<file path="src/transfer_frame_deframer_macros.svh">
// assertion macros for the transfer frame deframer
// expects clk and rst_n in the scope of use
`ifndef TRANSFER_FRAME_DEFRAMER_MACROS_SVH
`define TRANSFER_FRAME_DEFRAMER_MACROS_SVH

// condition holds in the same cycle
`define TFD_ASSERT_NOW(label, ante, cons) \
  label: assert property (@(posedge clk) disable iff (!rst_n) (ante) |-> (cons)) \
    else $error("tfd assertion failed");

// condition holds in the next cycle
`define TFD_ASSERT_NEXT(label, ante, cons) \
  label: assert property (@(posedge clk) disable iff (!rst_n) (ante) |=> (cons)) \
    else $error("tfd assertion failed");

`endif

</file>
<file path="src/tfd_pkg.sv">
// shared types and constants for the transfer frame deframer
// used by the front, back and top modules, depends on nothing
`timescale 1ns / 1ps
`default_nettype none

package tfd_pkg;

  localparam int BLOCK_BYTES_DEF = 32;
  localparam int QUEUE_DEPTH     = 2;
  localparam int POS_EXT_W       = 9;
  localparam int CFG_IDX_W       = 3;
  localparam int CFG_DATA_W      = 8;

  localparam logic [3:0] LEN_HI_MASK = 4'hf;

  localparam logic [CFG_IDX_W-1:0] REG_START_ONE  = 3'd0;
  localparam logic [CFG_IDX_W-1:0] REG_START_TWO  = 3'd1;
  localparam logic [CFG_IDX_W-1:0] REG_RECORD_ONE = 3'd2;
  localparam logic [CFG_IDX_W-1:0] REG_RECORD_TWO = 3'd3;
  localparam logic [CFG_IDX_W-1:0] REG_END        = 3'd4;

  localparam logic [7:0] START_ONE_RST  = 8'hA5;
  localparam logic [7:0] START_TWO_RST  = 8'h5A;
  localparam logic [7:0] RECORD_ONE_RST = 8'h0F;
  localparam logic [7:0] RECORD_TWO_RST = 8'hF0;
  localparam logic [7:0] END_RST        = 8'h84;

  localparam logic [2:0] ACT_NONE   = 3'd0;
  localparam logic [2:0] ACT_ERASE  = 3'd1;
  localparam logic [2:0] ACT_SAVE   = 3'd2;
  localparam logic [2:0] ACT_APPEND = 3'd3;
  localparam logic [2:0] ACT_SYNC   = 3'd4;

  localparam logic [1:0] WD_NONE   = 2'd0;
  localparam logic [1:0] WD_ARM    = 2'd1;
  localparam logic [1:0] WD_KICK   = 2'd2;
  localparam logic [1:0] WD_DISARM = 2'd3;

  typedef struct packed {
    logic       mode;
    logic [7:0] rx_byte;
  } in_t;

  typedef struct packed {
    logic       write_valid;
    logic [4:0] write_index;
    logic [7:0] write_byte;
    logic [2:0] block_action;
    logic [5:0] block_len;
    logic [1:0] watchdog_action;
    logic       frame_error;
  } out_t;

  typedef struct packed {
    logic       abort;
    logic [7:0] rx_byte;
    logic       hit_start_one;
    logic       hit_start_two;
    logic       hit_record_one;
    logic       hit_record_two;
    logic       hit_end;
  } cls_t;

endpackage

`default_nettype wire

</file>
<file path="src/tfd_fifo.sv">
// small register queue used between the stages and at the result side
// generic over width and depth, no package dependency
`timescale 1ns / 1ps
`default_nettype none

module tfd_fifo #(
  parameter int WIDTH = 8,
  parameter int DEPTH = 2
) (
  input  wire logic             clk,
  input  wire logic             rst_n,
  input  wire logic             push,
  input  wire logic [WIDTH-1:0] push_data,
  output logic                  full,
  input  wire logic             pop,
  output logic [WIDTH-1:0]      pop_data,
  output logic                  empty
);

  localparam int PTR_W = (DEPTH > 1) ? $clog2(DEPTH) : 1;
  localparam int CNT_W = $clog2(DEPTH + 1);

  logic [WIDTH-1:0] mem_r [DEPTH];
  logic [PTR_W-1:0] wr_ptr_r, wr_ptr_nxt;
  logic [PTR_W-1:0] rd_ptr_r, rd_ptr_nxt;
  logic [CNT_W-1:0] cnt_r, cnt_nxt;
  logic             do_push, do_pop;

  assign full     = (cnt_r == CNT_W'(DEPTH));
  assign empty    = (cnt_r == '0);
  assign pop_data = mem_r[rd_ptr_r];
  assign do_push  = push && !full;
  assign do_pop   = pop && !empty;

  always_comb begin
    wr_ptr_nxt = wr_ptr_r;
    rd_ptr_nxt = rd_ptr_r;
    cnt_nxt    = cnt_r;
    if (do_push) begin
      wr_ptr_nxt = (wr_ptr_r == PTR_W'(DEPTH - 1)) ? '0 : wr_ptr_r + 1'b1;
    end
    if (do_pop) begin
      rd_ptr_nxt = (rd_ptr_r == PTR_W'(DEPTH - 1)) ? '0 : rd_ptr_r + 1'b1;
    end
    if (do_push && !do_pop) begin
      cnt_nxt = cnt_r + 1'b1;
    end else if (do_pop && !do_push) begin
      cnt_nxt = cnt_r - 1'b1;
    end
  end

  always_ff @(posedge clk) begin
    if (!rst_n) begin
      wr_ptr_r <= '0;
      rd_ptr_r <= '0;
      cnt_r    <= '0;
    end else begin
      wr_ptr_r <= wr_ptr_nxt;
      rd_ptr_r <= rd_ptr_nxt;
      cnt_r    <= cnt_nxt;
    end
  end

  always_ff @(posedge clk) begin
    if (do_push) begin
      mem_r[wr_ptr_r] <= push_data;
    end
  end

endmodule

`default_nettype wire

</file>
<file path="src/tfd_front.sv">
// front stage: marker registers and byte classification
// depends on tfd_pkg
`timescale 1ns / 1ps
`default_nettype none

module tfd_front (
  input  wire logic                           clk,
  input  wire logic                           rst_n,
  input  wire logic                           cfg_we,
  input  wire logic [tfd_pkg::CFG_IDX_W-1:0]  cfg_index,
  input  wire logic [tfd_pkg::CFG_DATA_W-1:0] cfg_data,
  input  wire tfd_pkg::in_t                   in_data,
  output tfd_pkg::cls_t                       cls
);

  logic [7:0] start_one_r, start_two_r, record_one_r, record_two_r, end_r;

  always_ff @(posedge clk) begin
    if (!rst_n) begin
      start_one_r  <= tfd_pkg::START_ONE_RST;
      start_two_r  <= tfd_pkg::START_TWO_RST;
      record_one_r <= tfd_pkg::RECORD_ONE_RST;
      record_two_r <= tfd_pkg::RECORD_TWO_RST;
      end_r        <= tfd_pkg::END_RST;
    end else if (cfg_we) begin
      case (cfg_index)
        tfd_pkg::REG_START_ONE:  start_one_r  <= cfg_data;
        tfd_pkg::REG_START_TWO:  start_two_r  <= cfg_data;
        tfd_pkg::REG_RECORD_ONE: record_one_r <= cfg_data;
        tfd_pkg::REG_RECORD_TWO: record_two_r <= cfg_data;
        tfd_pkg::REG_END:        end_r        <= cfg_data;
        default: ;
      endcase
    end
  end

  always_comb begin
    cls.abort          = in_data.mode;
    cls.rx_byte        = in_data.rx_byte;
    cls.hit_start_one  = (in_data.rx_byte == start_one_r);
    cls.hit_start_two  = (in_data.rx_byte == start_two_r);
    cls.hit_record_one = (in_data.rx_byte == record_one_r);
    cls.hit_record_two = (in_data.rx_byte == record_two_r);
    cls.hit_end        = (in_data.rx_byte == end_r);
  end

endmodule

`default_nettype wire

</file>
<file path="src/tfd_back.sv">
// back stage: frame parser state machine, block and watchdog cues
// depends on tfd_pkg
`timescale 1ns / 1ps
`default_nettype none

module tfd_back #(
  parameter int BLOCK_BYTES = tfd_pkg::BLOCK_BYTES_DEF
) (
  input  wire logic          clk,
  input  wire logic          rst_n,
  input  wire logic          mid_empty,
  input  wire tfd_pkg::cls_t mid_item,
  output logic               mid_pop,
  input  wire logic          res_full,
  output logic               res_push,
  output tfd_pkg::out_t      res_item
);

  localparam int POS_W = $clog2(BLOCK_BYTES + 1);

  typedef enum logic [9:0] {
    ST_START1 = 10'b0000000001,
    ST_START2 = 10'b0000000010,
    ST_NEXT   = 10'b0000000100,
    ST_PAT2   = 10'b0000001000,
    ST_HDR1   = 10'b0000010000,
    ST_HDR2   = 10'b0000100000,
    ST_META1  = 10'b0001000000,
    ST_META2  = 10'b0010000000,
    ST_FIRST  = 10'b0100000000,
    ST_DATA   = 10'b1000000000
  } state_t;

  state_t                        state_r, state_nxt;
  logic [POS_W-1:0]              pos_r, pos_nxt;
  logic [11:0]                   left_r, left_nxt;
  logic                          go;
  logic                          in_record;
  logic [tfd_pkg::POS_EXT_W-1:0] idx_ext, len_ext;

  assign go       = !mid_empty && !res_full;
  assign mid_pop  = go;
  assign res_push = go;

  assign in_record = (state_r == ST_HDR1) || (state_r == ST_HDR2) ||
                     (state_r == ST_META1) || (state_r == ST_META2) ||
                     (state_r == ST_FIRST) || (state_r == ST_DATA);

  always_comb begin
    state_nxt = state_r;
    pos_nxt   = pos_r;
    left_nxt  = left_r;
    res_item  = '0;
    idx_ext   = tfd_pkg::POS_EXT_W'(pos_r);
    len_ext   = '0;
    if (mid_item.abort) begin
      state_nxt                = ST_START1;
      res_item.watchdog_action = tfd_pkg::WD_DISARM;
    end else begin
      if (in_record) begin
        res_item.write_valid = 1'b1;
        res_item.write_index = idx_ext[4:0];
        res_item.write_byte  = mid_item.rx_byte;
        pos_nxt              = pos_r + 1'b1;
        if ((state_r == ST_FIRST) || (state_r == ST_DATA)) begin
          left_nxt = left_r - 1'b1;
        end
      end
      len_ext = tfd_pkg::POS_EXT_W'(pos_nxt);
      case (state_r)
        ST_START1: begin
          if (mid_item.hit_start_one) state_nxt = ST_START2;
        end
        ST_START2: begin
          if (mid_item.hit_start_two) begin
            state_nxt                = ST_NEXT;
            res_item.block_action    = tfd_pkg::ACT_ERASE;
            res_item.watchdog_action = tfd_pkg::WD_ARM;
          end else if (!mid_item.hit_start_one) begin
            state_nxt            = ST_START1;
            res_item.frame_error = 1'b1;
          end
        end
        ST_NEXT: begin
          if (mid_item.hit_record_one) begin
            state_nxt = ST_PAT2;
          end else if (mid_item.hit_end) begin
            state_nxt                = ST_START1;
            res_item.block_action    = tfd_pkg::ACT_SYNC;
            res_item.watchdog_action = tfd_pkg::WD_DISARM;
          end else begin
            state_nxt            = ST_START1;
            res_item.frame_error = 1'b1;
          end
        end
        ST_PAT2: begin
          if (mid_item.hit_record_two) begin
            state_nxt = ST_HDR1;
            pos_nxt   = '0;
          end else begin
            state_nxt            = ST_START1;
            res_item.frame_error = 1'b1;
          end
        end
        ST_HDR1: begin
          state_nxt = ST_HDR2;
          left_nxt  = {mid_item.rx_byte[3:0] & tfd_pkg::LEN_HI_MASK, 8'h00};
        end
        ST_HDR2: begin
          state_nxt                = ST_META1;
          left_nxt                 = left_r + 12'(mid_item.rx_byte);
          res_item.watchdog_action = tfd_pkg::WD_KICK;
        end
        ST_META1: begin
          state_nxt = ST_META2;
        end
        ST_META2: begin
          state_nxt = (left_r == '0) ? ST_NEXT : ST_FIRST;
        end
        ST_FIRST: begin
          if (left_nxt == '0) begin
            state_nxt             = ST_NEXT;
            res_item.block_action = tfd_pkg::ACT_SAVE;
            res_item.block_len    = len_ext[5:0];
          end else if (pos_nxt >= POS_W'(BLOCK_BYTES)) begin
            state_nxt             = ST_DATA;
            res_item.block_action = tfd_pkg::ACT_SAVE;
            res_item.block_len    = len_ext[5:0];
            pos_nxt               = '0;
          end
        end
        ST_DATA: begin
          if (left_nxt == '0) begin
            state_nxt             = ST_NEXT;
            res_item.block_action = tfd_pkg::ACT_APPEND;
            res_item.block_len    = len_ext[5:0];
          end else if (pos_nxt >= POS_W'(BLOCK_BYTES)) begin
            res_item.block_action    = tfd_pkg::ACT_APPEND;
            res_item.block_len       = len_ext[5:0];
            res_item.watchdog_action = tfd_pkg::WD_KICK;
            pos_nxt                  = '0;
          end
        end
        default: begin
          state_nxt = ST_START1;
        end
      endcase
    end
  end

  always_ff @(posedge clk) begin
    if (!rst_n) begin
      state_r <= ST_START1;
      pos_r   <= '0;
      left_r  <= '0;
    end else if (go) begin
      state_r <= state_nxt;
      pos_r   <= pos_nxt;
      left_r  <= left_nxt;
    end
  end

endmodule

`default_nettype wire

</file>
<file path="src/transfer_frame_deframer.sv">
// transfer frame deframer top level: front classifier, queue, parser, result queue
// depends on tfd_pkg, tfd_fifo, tfd_front, tfd_back and the macros header
//
//   channel  ports                           transaction
//   input    in_push in_full in_data         push && !full, one byte or abort
//   result   out_pop out_empty out_data      pop && !empty, one result per input
//   config   cfg_we cfg_index cfg_data       every cycle cfg_we is high
//
// one transaction per cycle sustained while neither queue stalls the parser
// an input reaches the result side through the classify queue, then the result queue
// each side stalls on its own through a two-entry queue
// synchronous active-low reset restores the marker registers and the hunt state
`timescale 1ns / 1ps
`default_nettype none

`include "transfer_frame_deframer_macros.svh"

module transfer_frame_deframer #(
  parameter int BLOCK_BYTES = tfd_pkg::BLOCK_BYTES_DEF,
  parameter int QUEUE_DEPTH = tfd_pkg::QUEUE_DEPTH
) (
  input  wire logic                           clk,
  input  wire logic                           rst_n,
  input  wire logic                           in_push,
  input  wire tfd_pkg::in_t                   in_data,
  output logic                                in_full,
  input  wire logic                           out_pop,
  output tfd_pkg::out_t                       out_data,
  output logic                                out_empty,
  input  wire logic                           cfg_we,
  input  wire logic [tfd_pkg::CFG_IDX_W-1:0]  cfg_index,
  input  wire logic [tfd_pkg::CFG_DATA_W-1:0] cfg_data
);

  tfd_pkg::cls_t cls;
  tfd_pkg::cls_t mid_item;
  tfd_pkg::out_t res_item;
  logic          mid_empty, mid_pop;
  logic          res_full, res_push;
  logic          out_live, idle_clean, commit_act, quiet_res;

  tfd_front u_front (
    .clk       (clk),
    .rst_n     (rst_n),
    .cfg_we    (cfg_we),
    .cfg_index (cfg_index),
    .cfg_data  (cfg_data),
    .in_data   (in_data),
    .cls       (cls)
  );

  tfd_fifo #(
    .WIDTH ($bits(tfd_pkg::cls_t)),
    .DEPTH (QUEUE_DEPTH)
  ) u_mid_q (
    .clk       (clk),
    .rst_n     (rst_n),
    .push      (in_push),
    .push_data (cls),
    .full      (in_full),
    .pop       (mid_pop),
    .pop_data  (mid_item),
    .empty     (mid_empty)
  );

  tfd_back #(
    .BLOCK_BYTES (BLOCK_BYTES)
  ) u_back (
    .clk       (clk),
    .rst_n     (rst_n),
    .mid_empty (mid_empty),
    .mid_item  (mid_item),
    .mid_pop   (mid_pop),
    .res_full  (res_full),
    .res_push  (res_push),
    .res_item  (res_item)
  );

  tfd_fifo #(
    .WIDTH ($bits(tfd_pkg::out_t)),
    .DEPTH (QUEUE_DEPTH)
  ) u_out_q (
    .clk       (clk),
    .rst_n     (rst_n),
    .push      (res_push),
    .push_data (res_item),
    .full      (res_full),
    .pop       (out_pop),
    .pop_data  (out_data),
    .empty     (out_empty)
  );

  assign out_live   = !out_empty;
  assign idle_clean = (out_data.write_index == 5'd0) && (out_data.write_byte == 8'd0);
  assign commit_act = (out_data.block_action == tfd_pkg::ACT_SAVE) ||
                      (out_data.block_action == tfd_pkg::ACT_APPEND);
  assign quiet_res  = !out_data.write_valid && (out_data.block_action == tfd_pkg::ACT_NONE);

  // no write means zeroed index and byte
  `TFD_ASSERT_NOW(a_idle_write, out_live && !out_data.write_valid, idle_clean)
  // length only with a save or append
  `TFD_ASSERT_NOW(a_len_commit, out_live && !commit_act, out_data.block_len == 6'd0)
  // a resync carries no write and no commit
  `TFD_ASSERT_NOW(a_err_quiet, out_live && out_data.frame_error, quiet_res)
  // result queue cannot drain while nothing was popped
  `TFD_ASSERT_NEXT(a_hold_result, out_live && !out_pop, !out_empty)

endmodule

`default_nettype wire
</file>
<file path="config.mk">
export PLATFORM = sky130hd
export DESIGN_NAME = transfer_frame_deframer
export DESIGN_NICKNAME = d
export VERILOG_FILES = /design/src/tfd_pkg.sv /design/src/tfd_fifo.sv /design/src/tfd_front.sv /design/src/tfd_back.sv /design/src/transfer_frame_deframer.sv
export VERILOG_INCLUDE_DIRS = /design/src /design/src/src
export SDC_FILE = /design/constraint.sdc
export NUM_CORES = 1
export LEC_CHECK = 0
export ABC_AREA = 0
export BUFFER_PORTS_ARGS = -buffer_cell sky130_fd_sc_hd__buf_2
export CELL_PAD_IN_SITES_DETAIL_PLACEMENT = 0
export CELL_PAD_IN_SITES_GLOBAL_PLACEMENT = 1
export CORE_MARGIN = 4
export CORE_UTILIZATION = 50
export CTS_BUF_LIST = sky130_fd_sc_hd__clkbuf_8
export CTS_CLUSTER_DIAMETER = 150
export DETAILED_ROUTE_END_ITERATION = 8
export GPL_TIMING_DRIVEN = 1
export PLACE_DENSITY_LB_ADDON = 0.15
export SYNTH_ARGS = -nofsm -noshare
export SYNTH_HDL_FRONTEND = slang
export SYNTH_HIERARCHICAL = 1
export SYNTH_SLANG_ARGS = --single-unit
</file>
<file path="constraint.sdc">
create_clock -name clk -period 3.8 [get_ports clk]
set_input_delay 0.57 -clock clk [delete_from_list [all_inputs] [get_ports clk]]
set_output_delay 0.57 -clock clk [all_outputs]
set_load 0.03 [all_outputs]
</file>
### Word level (Yosys, flattened, before mapping)

Memory sizes are Yosys's and may differ from the RTL's. A register that Yosys moved wholly into a read port is not among the register bits.
Index checks and enable logic that the tools add are counted.

* add/sub/neg operators: 11
* magnitude comparators: 1
* muxes and demuxes: 60
* bitwise logic cells: 1
* reduce and logical (&&, ||, !) cells: 38
* equality and inequality tests: 25

Operators with widths (number)
* $pmux W10 S10: 1
* $mux W10: 8
* $eq A8 B8 Y1: 5
* $mux W12: 3
* $mux W6: 5
* $mux W9: 3
* $logic_not A12 Y1: 2
* $pmux W12 S2: 1
* $pmux W6 S2: 2
* $mux W23: 1
* $mux W1: 19
* $mux W14: 1
* $mux W2: 7
* $add A12 B8 Y12: 1
* $pmux W3 S4: 1
* $reduce_and A2 Y1: 6
* $sub A12 B1 Y12 const B: 1
* $eq A10 B1 Y1 const B: 1
* $eq A10 B10 Y1 const B: 1
* $eq A10 B2 Y1 const B: 1
* $eq A10 B3 Y1 const B: 1
* $eq A10 B4 Y1 const B: 1
* $eq A10 B5 Y1 const B: 1
* $eq A10 B6 Y1 const B: 1
* other kinds (30): 62

* memory bits (writable): 80
* memories kept: 2
* bits in registers: 76
* bits of input ports: 25
* logic and storage cells: 152
* output and inout bits: 28

Memories
* u_out_q.mem_r: words 2, width 26, rd ports 1, clocked after Yosys merged registers in 1, wr ports 1, RTL line tfd_fifo.sv:23 `logic [WIDTH-1:0] mem_r [DEPTH];`
* u_mid_q.mem_r: words 2, width 14, rd ports 1, clocked after Yosys merged registers in 1, wr ports 1, RTL line tfd_fifo.sv:23

### Depth between registers and ports, before layout

* depth after elaboration: 13
* gate-level depth with buffers: 10
* depth with buffers taken out: 10

### Modules after synthesis

The synthesis kept the hierarchy.

By module, submodules not included
* tfd_back: cells each 377, instances 1, area an instance 2791.4 sq um, sequential area each 560.5 sq um
* tfd_fifo at u_out_q: cells each 106, instances 1, area an instance 2108.3 sq um, sequential area each 1661.6 sq um
* tfd_front: cells each 224, instances 1, area an instance 2033.2 sq um, sequential area each 800.8 sq um
* tfd_fifo at u_mid_q: cells each 68, instances 1, area an instance 1237.4 sq um, sequential area each 940.9 sq um

### Least setup slack after synthesis

OpenSTA, ideal clock, no wires.

* kind: reg2reg
* start point: register (tool-made name)
* end point: register u_back.left_r[11]
* arrival time: 2.664 ns
* path buffers: 1
* cell stages (with the launch flop): 10
* path slack: 1.014 ns
* required time: 3.678 ns
* setup time: 0.122 ns
* clock period less this slack: 2.786 ns
* cells stage by stage: dfxtp_1 -> buf_2 -> mux2_2 -> ha_1 -> a21o_1 -> a2111oi_0 -> o311ai_0 -> nand3_1 -> o22ai_1 -> a311o_1

RTL lines
* to (signal assigned): RTL line tfd_back.sv:159 `left_r <= left_nxt;`
* to (decl): RTL line tfd_back.sv:36 `logic [11:0] left_r, left_nxt;`

==> results_dict.tcl <==
set metrics [dict create \
    status "finished clean" \
    yosysWarnings 6 \
    dp_cells 994 \
    hpwlAfterDp_um 13200 \
    synth.avg_cell_area_um2 10.5 \
    cts_setup_buffers 0 \
    drt-total-wl_um 18300 \
    cts-buffers-inserted 17 \
    crit_required_ns 4.14 \
    vdd_drop_max_uv 279 \
    ctsHoldBuffers 0 \
    share_comb_of_total_power_pct 33.5 \
    cp_max_fo 10 \
    pwr-share-clk_pct 23.4 \
    antenna_found_initial 0 \
    setup_viol 0 \
    drt_iter0_drc 350 \
    die_w_um 136 \
    ant_nets 0 \
    vias_per_cell 5.62 \
    synth_area_um2 8170 \
    place_congestion 0.868 \
    maxSlewViolCount 0 \
    wl_per_cell_um 17.8 \
    worst_pin_slew_ns 1.26 \
    path_class "reg2reg" \
    setup_tns_ns 0 \
    ys_seq_elements 158 \
    core_area_um2 15900 \
    arrival_ns 3.41 \
    rsz0062_at_grt "no" \
    num_rows 46 \
    clk_pin_slew_ns 0.09 \
    finalClockSkew_ns 0.0140 \
    ys_seq_area_share_pct 48.5 \
    grt_pass1_wl_um 29700 \
    internal_power_uw 3330 \
    cp-start-kind "register" \
    seqPwrFrac_pct 43.2 \
    relSlewSlack_pct 15.8 \
    final_layout_size_suffix_gt1_share_pct 20.4 \
    syn-instance-count 775 \
    switchingPower_uw 1880 \
    vias 5768 \
    power_density_nw_per_um2 588 \
    grt_use_total_pct 20.6 \
    synthDistinctLibCells 85 \
    hp-class "in2reg" \
    clock_latency_ns 0.45 \
    h-tree-depth 4 \
    cts_root_buf "clkbuf_8" \
    drt-pass1-iter-count 5 \
    synthToLayoutAreaGrowth_pct 8.42 \
    ios 53 \
    synth_enable_flop_cells 80 \
    grt_pass1_vias 5705 \
    drc 0 \
    cts_tree "yes" \
    yosys_most_used_dff "edfxtp_1" \
    num_antenna_cells 0 \
    maxCapViolCount 0 \
    postCtsResizedCells 0 \
    synthArstFlopShare_pct 0 \
    dieArea_um2 18400 \
    numPortBuffers 52 \
    finalHoldViolations 0 \
    cts.sinks 158 \
    fin_crit_sh_pct 80.9 \
    synth.net_count 814 \
    p_leak_uw 0.00319 \
    grt_overflow 0 \
    end_kind "register" \
    switching_share_pct 36.1 \
    period_needed_ns 3.08 \
    grt_max_degree 81 \
    fin_nets 836 \
    die_h_um 136 \
    start_util_pct 51.2 \
    fin_cells 1026 \
    cts.path.max_buffers 2 \
    fmax_ghz 0.325 \
]
## placed cells by master (no fill, tap or decap), types with 7 or more instances in the layout
master,instances
nor2_1,38
nor3_1,17
clkbuf_8,17
nand4_1,17
nand2_1,84
mux2i_1,32
ha_1,13
nor4_1,10
and2_1,21
buf_2,52
nand3_1,20
edfxtp_1,80
dfxtp_1,78
a21oi_1,14
o21ai_0,39
xor2_1,13
mux2_2,40
inv_1,8
buf_4,7
xnor2_1,51
nor2b_1,15
## layout make-up
| class | instances | area [um^2] |
|---|---|---|
| Timing Repair Buffer | 59 | 313 |
| Sequential cell | 158 | 3960 |
| Clock inverter | 15 | 145 |
| Multi-Input combinational cell | 551 | 3890 |
| Inverter | 10 | 37.5 |
| Tap cell | 216 | 270 |
| Clock buffer | 17 | 234 |
| Fill cell | 1441 | 7080 |
## power groups by stage
stage	clock network [uW]	logic (uW)	registers, uW
global placement	0	1730	2270
detailed placement	0	1750	2290
floorplan	0	1370	2220
global route	1330	1880	2280
CTS	1250	1760	2250
finish	1220	1740	2250
## through the flow
| step | cell area, um^2 | power, uW | util (%) | hold WS (ns) | setup slack (ns) |
|---|---|---|---|---|---|
| after global placement | 8480 | 4000 | 53.2 | 0.455 | 0.790 |
| after CTS | 8860 | 5260 | 55.6 | 0.289 | 0.720 |
| after global routing | 8860 | 5490 | 55.6 | 0.296 | 0.479 |
| final | 8860 | 5210 | 55.6 | 0.318 | 0.724 |
| after floorplan | 8170 | 3580 | - | 0.448 | 1.01 |
| after detailed placement | 8480 | 4040 | 53.2 | 0.462 | 0.764 |
## path summary, 6_finish.rpt
kind | startpoint | end | slack (ns) | cells past startpoint
worst max-delay path | register | u_back/left_r[11] | 0.72 | 9
worst min-delay path | in_data[8] | u_mid_q/mem_r[1][13] | 0.32 | 1
worst max register to register | register | u_back/left_r[11] | 0.72 | 9
worst min register to register | u_front/start_one_r[3] | u_front/start_one_r[3] | 0.47 | 2
## metal layers
metal  vias to the layer above  GRT usage (%)  part of all wire [%]
li1                       2852              -                     -
met1                      2752           26.9                    45
met2                       136           34.8                    49
met3                        28           3.66                   4.1
met4                         0           6.89                   1.9
met5                         -              0                     0
## logic make-up after synthesis
logic type	after synthesis	synth area share [%]
xor+xnor	64	6.86
buf+inv	66	3.95
fa+ha+maj	14	2.24
simple gates	284	19.4
flops	158	48.5
compound gates	117	9.62
mux	72	9.43
## registers in the layout (all words and copies together), names as in the netlist, named ones only
register and cells:
u_back/left_r 12, u_back/pos_r 6, u_back/state_r 10, u_front/end_r 8, u_front/record_one_r 8, u_front/record_two_r 8, u_front/start_one_r 8, u_front/start_two_r 8
u_mid_q/cnt_r 2, u_mid_q/mem_r 28, u_mid_q/rd_ptr_r 1, u_mid_q/wr_ptr_r 1, u_out_q/cnt_r 2, u_out_q/mem_r 52, u_out_q/rd_ptr_r 1, u_out_q/wr_ptr_r 1
## synthesized netlist by cell type, drive strengths merged, types with 2 or more instances
cell type / instances / area [um^2]
nand2b: 4 / 25.0
and2: 22 / 139
nand4b: 2 / 17.5
a2111oi: 2 / 23.8
nor2: 38 / 143
o211ai: 2 / 15.0
nand3b: 2 / 15.0
a221oi: 2 / 23.8
edfxtp: 80 / 2400
o31ai: 2 / 15.0
nor2b: 15 / 93.8
nor4: 13 / 109
a211oi: 4 / 42.5
xor2: 13 / 114
nor4b: 5 / 65.1
o21a: 5 / 37.5
and4bb: 4 / 50.1
dfxtp: 78 / 1560
nand2: 85 / 327
clkbuf: 29 / 109
nand4: 17 / 106
a31o: 2 / 17.5
ha: 13 / 163
buf: 27 / 176
nor3b: 5 / 37.5
xnor2: 51 / 447
o21ai: 47 / 243
o22ai: 4 / 25.0
a211o: 3 / 27.5
and4: 2 / 20.0
and3: 7 / 46.3
inv: 10 / 37.5
a31oi: 2 / 12.5
a22oi: 5 / 37.5
or4: 4 / 33.8
or2: 5 / 31.3
mux2: 40 / 450
or3: 7 / 45.1
a21o: 5 / 37.5
a21boi: 8 / 60.1
mux2i: 32 / 320
nand3: 21 / 110
nor3: 20 / 110
or4b: 2 / 20.0
a21oi: 14 / 70.1
## worst max-delay path: stages, from the launching register on
cell	delay, ns
dfxtp_1	0.44
buf_4	0.23
mux2_2	0.39
ha_1	0.34
a21o_1	0.20
a2111oi_0	0.53
o311ai_0	0.31
nand3_1	0.17
o22ai_1	0.08
a311o_1	0.27
No activity file was read; power rests on OpenSTA's default activity.
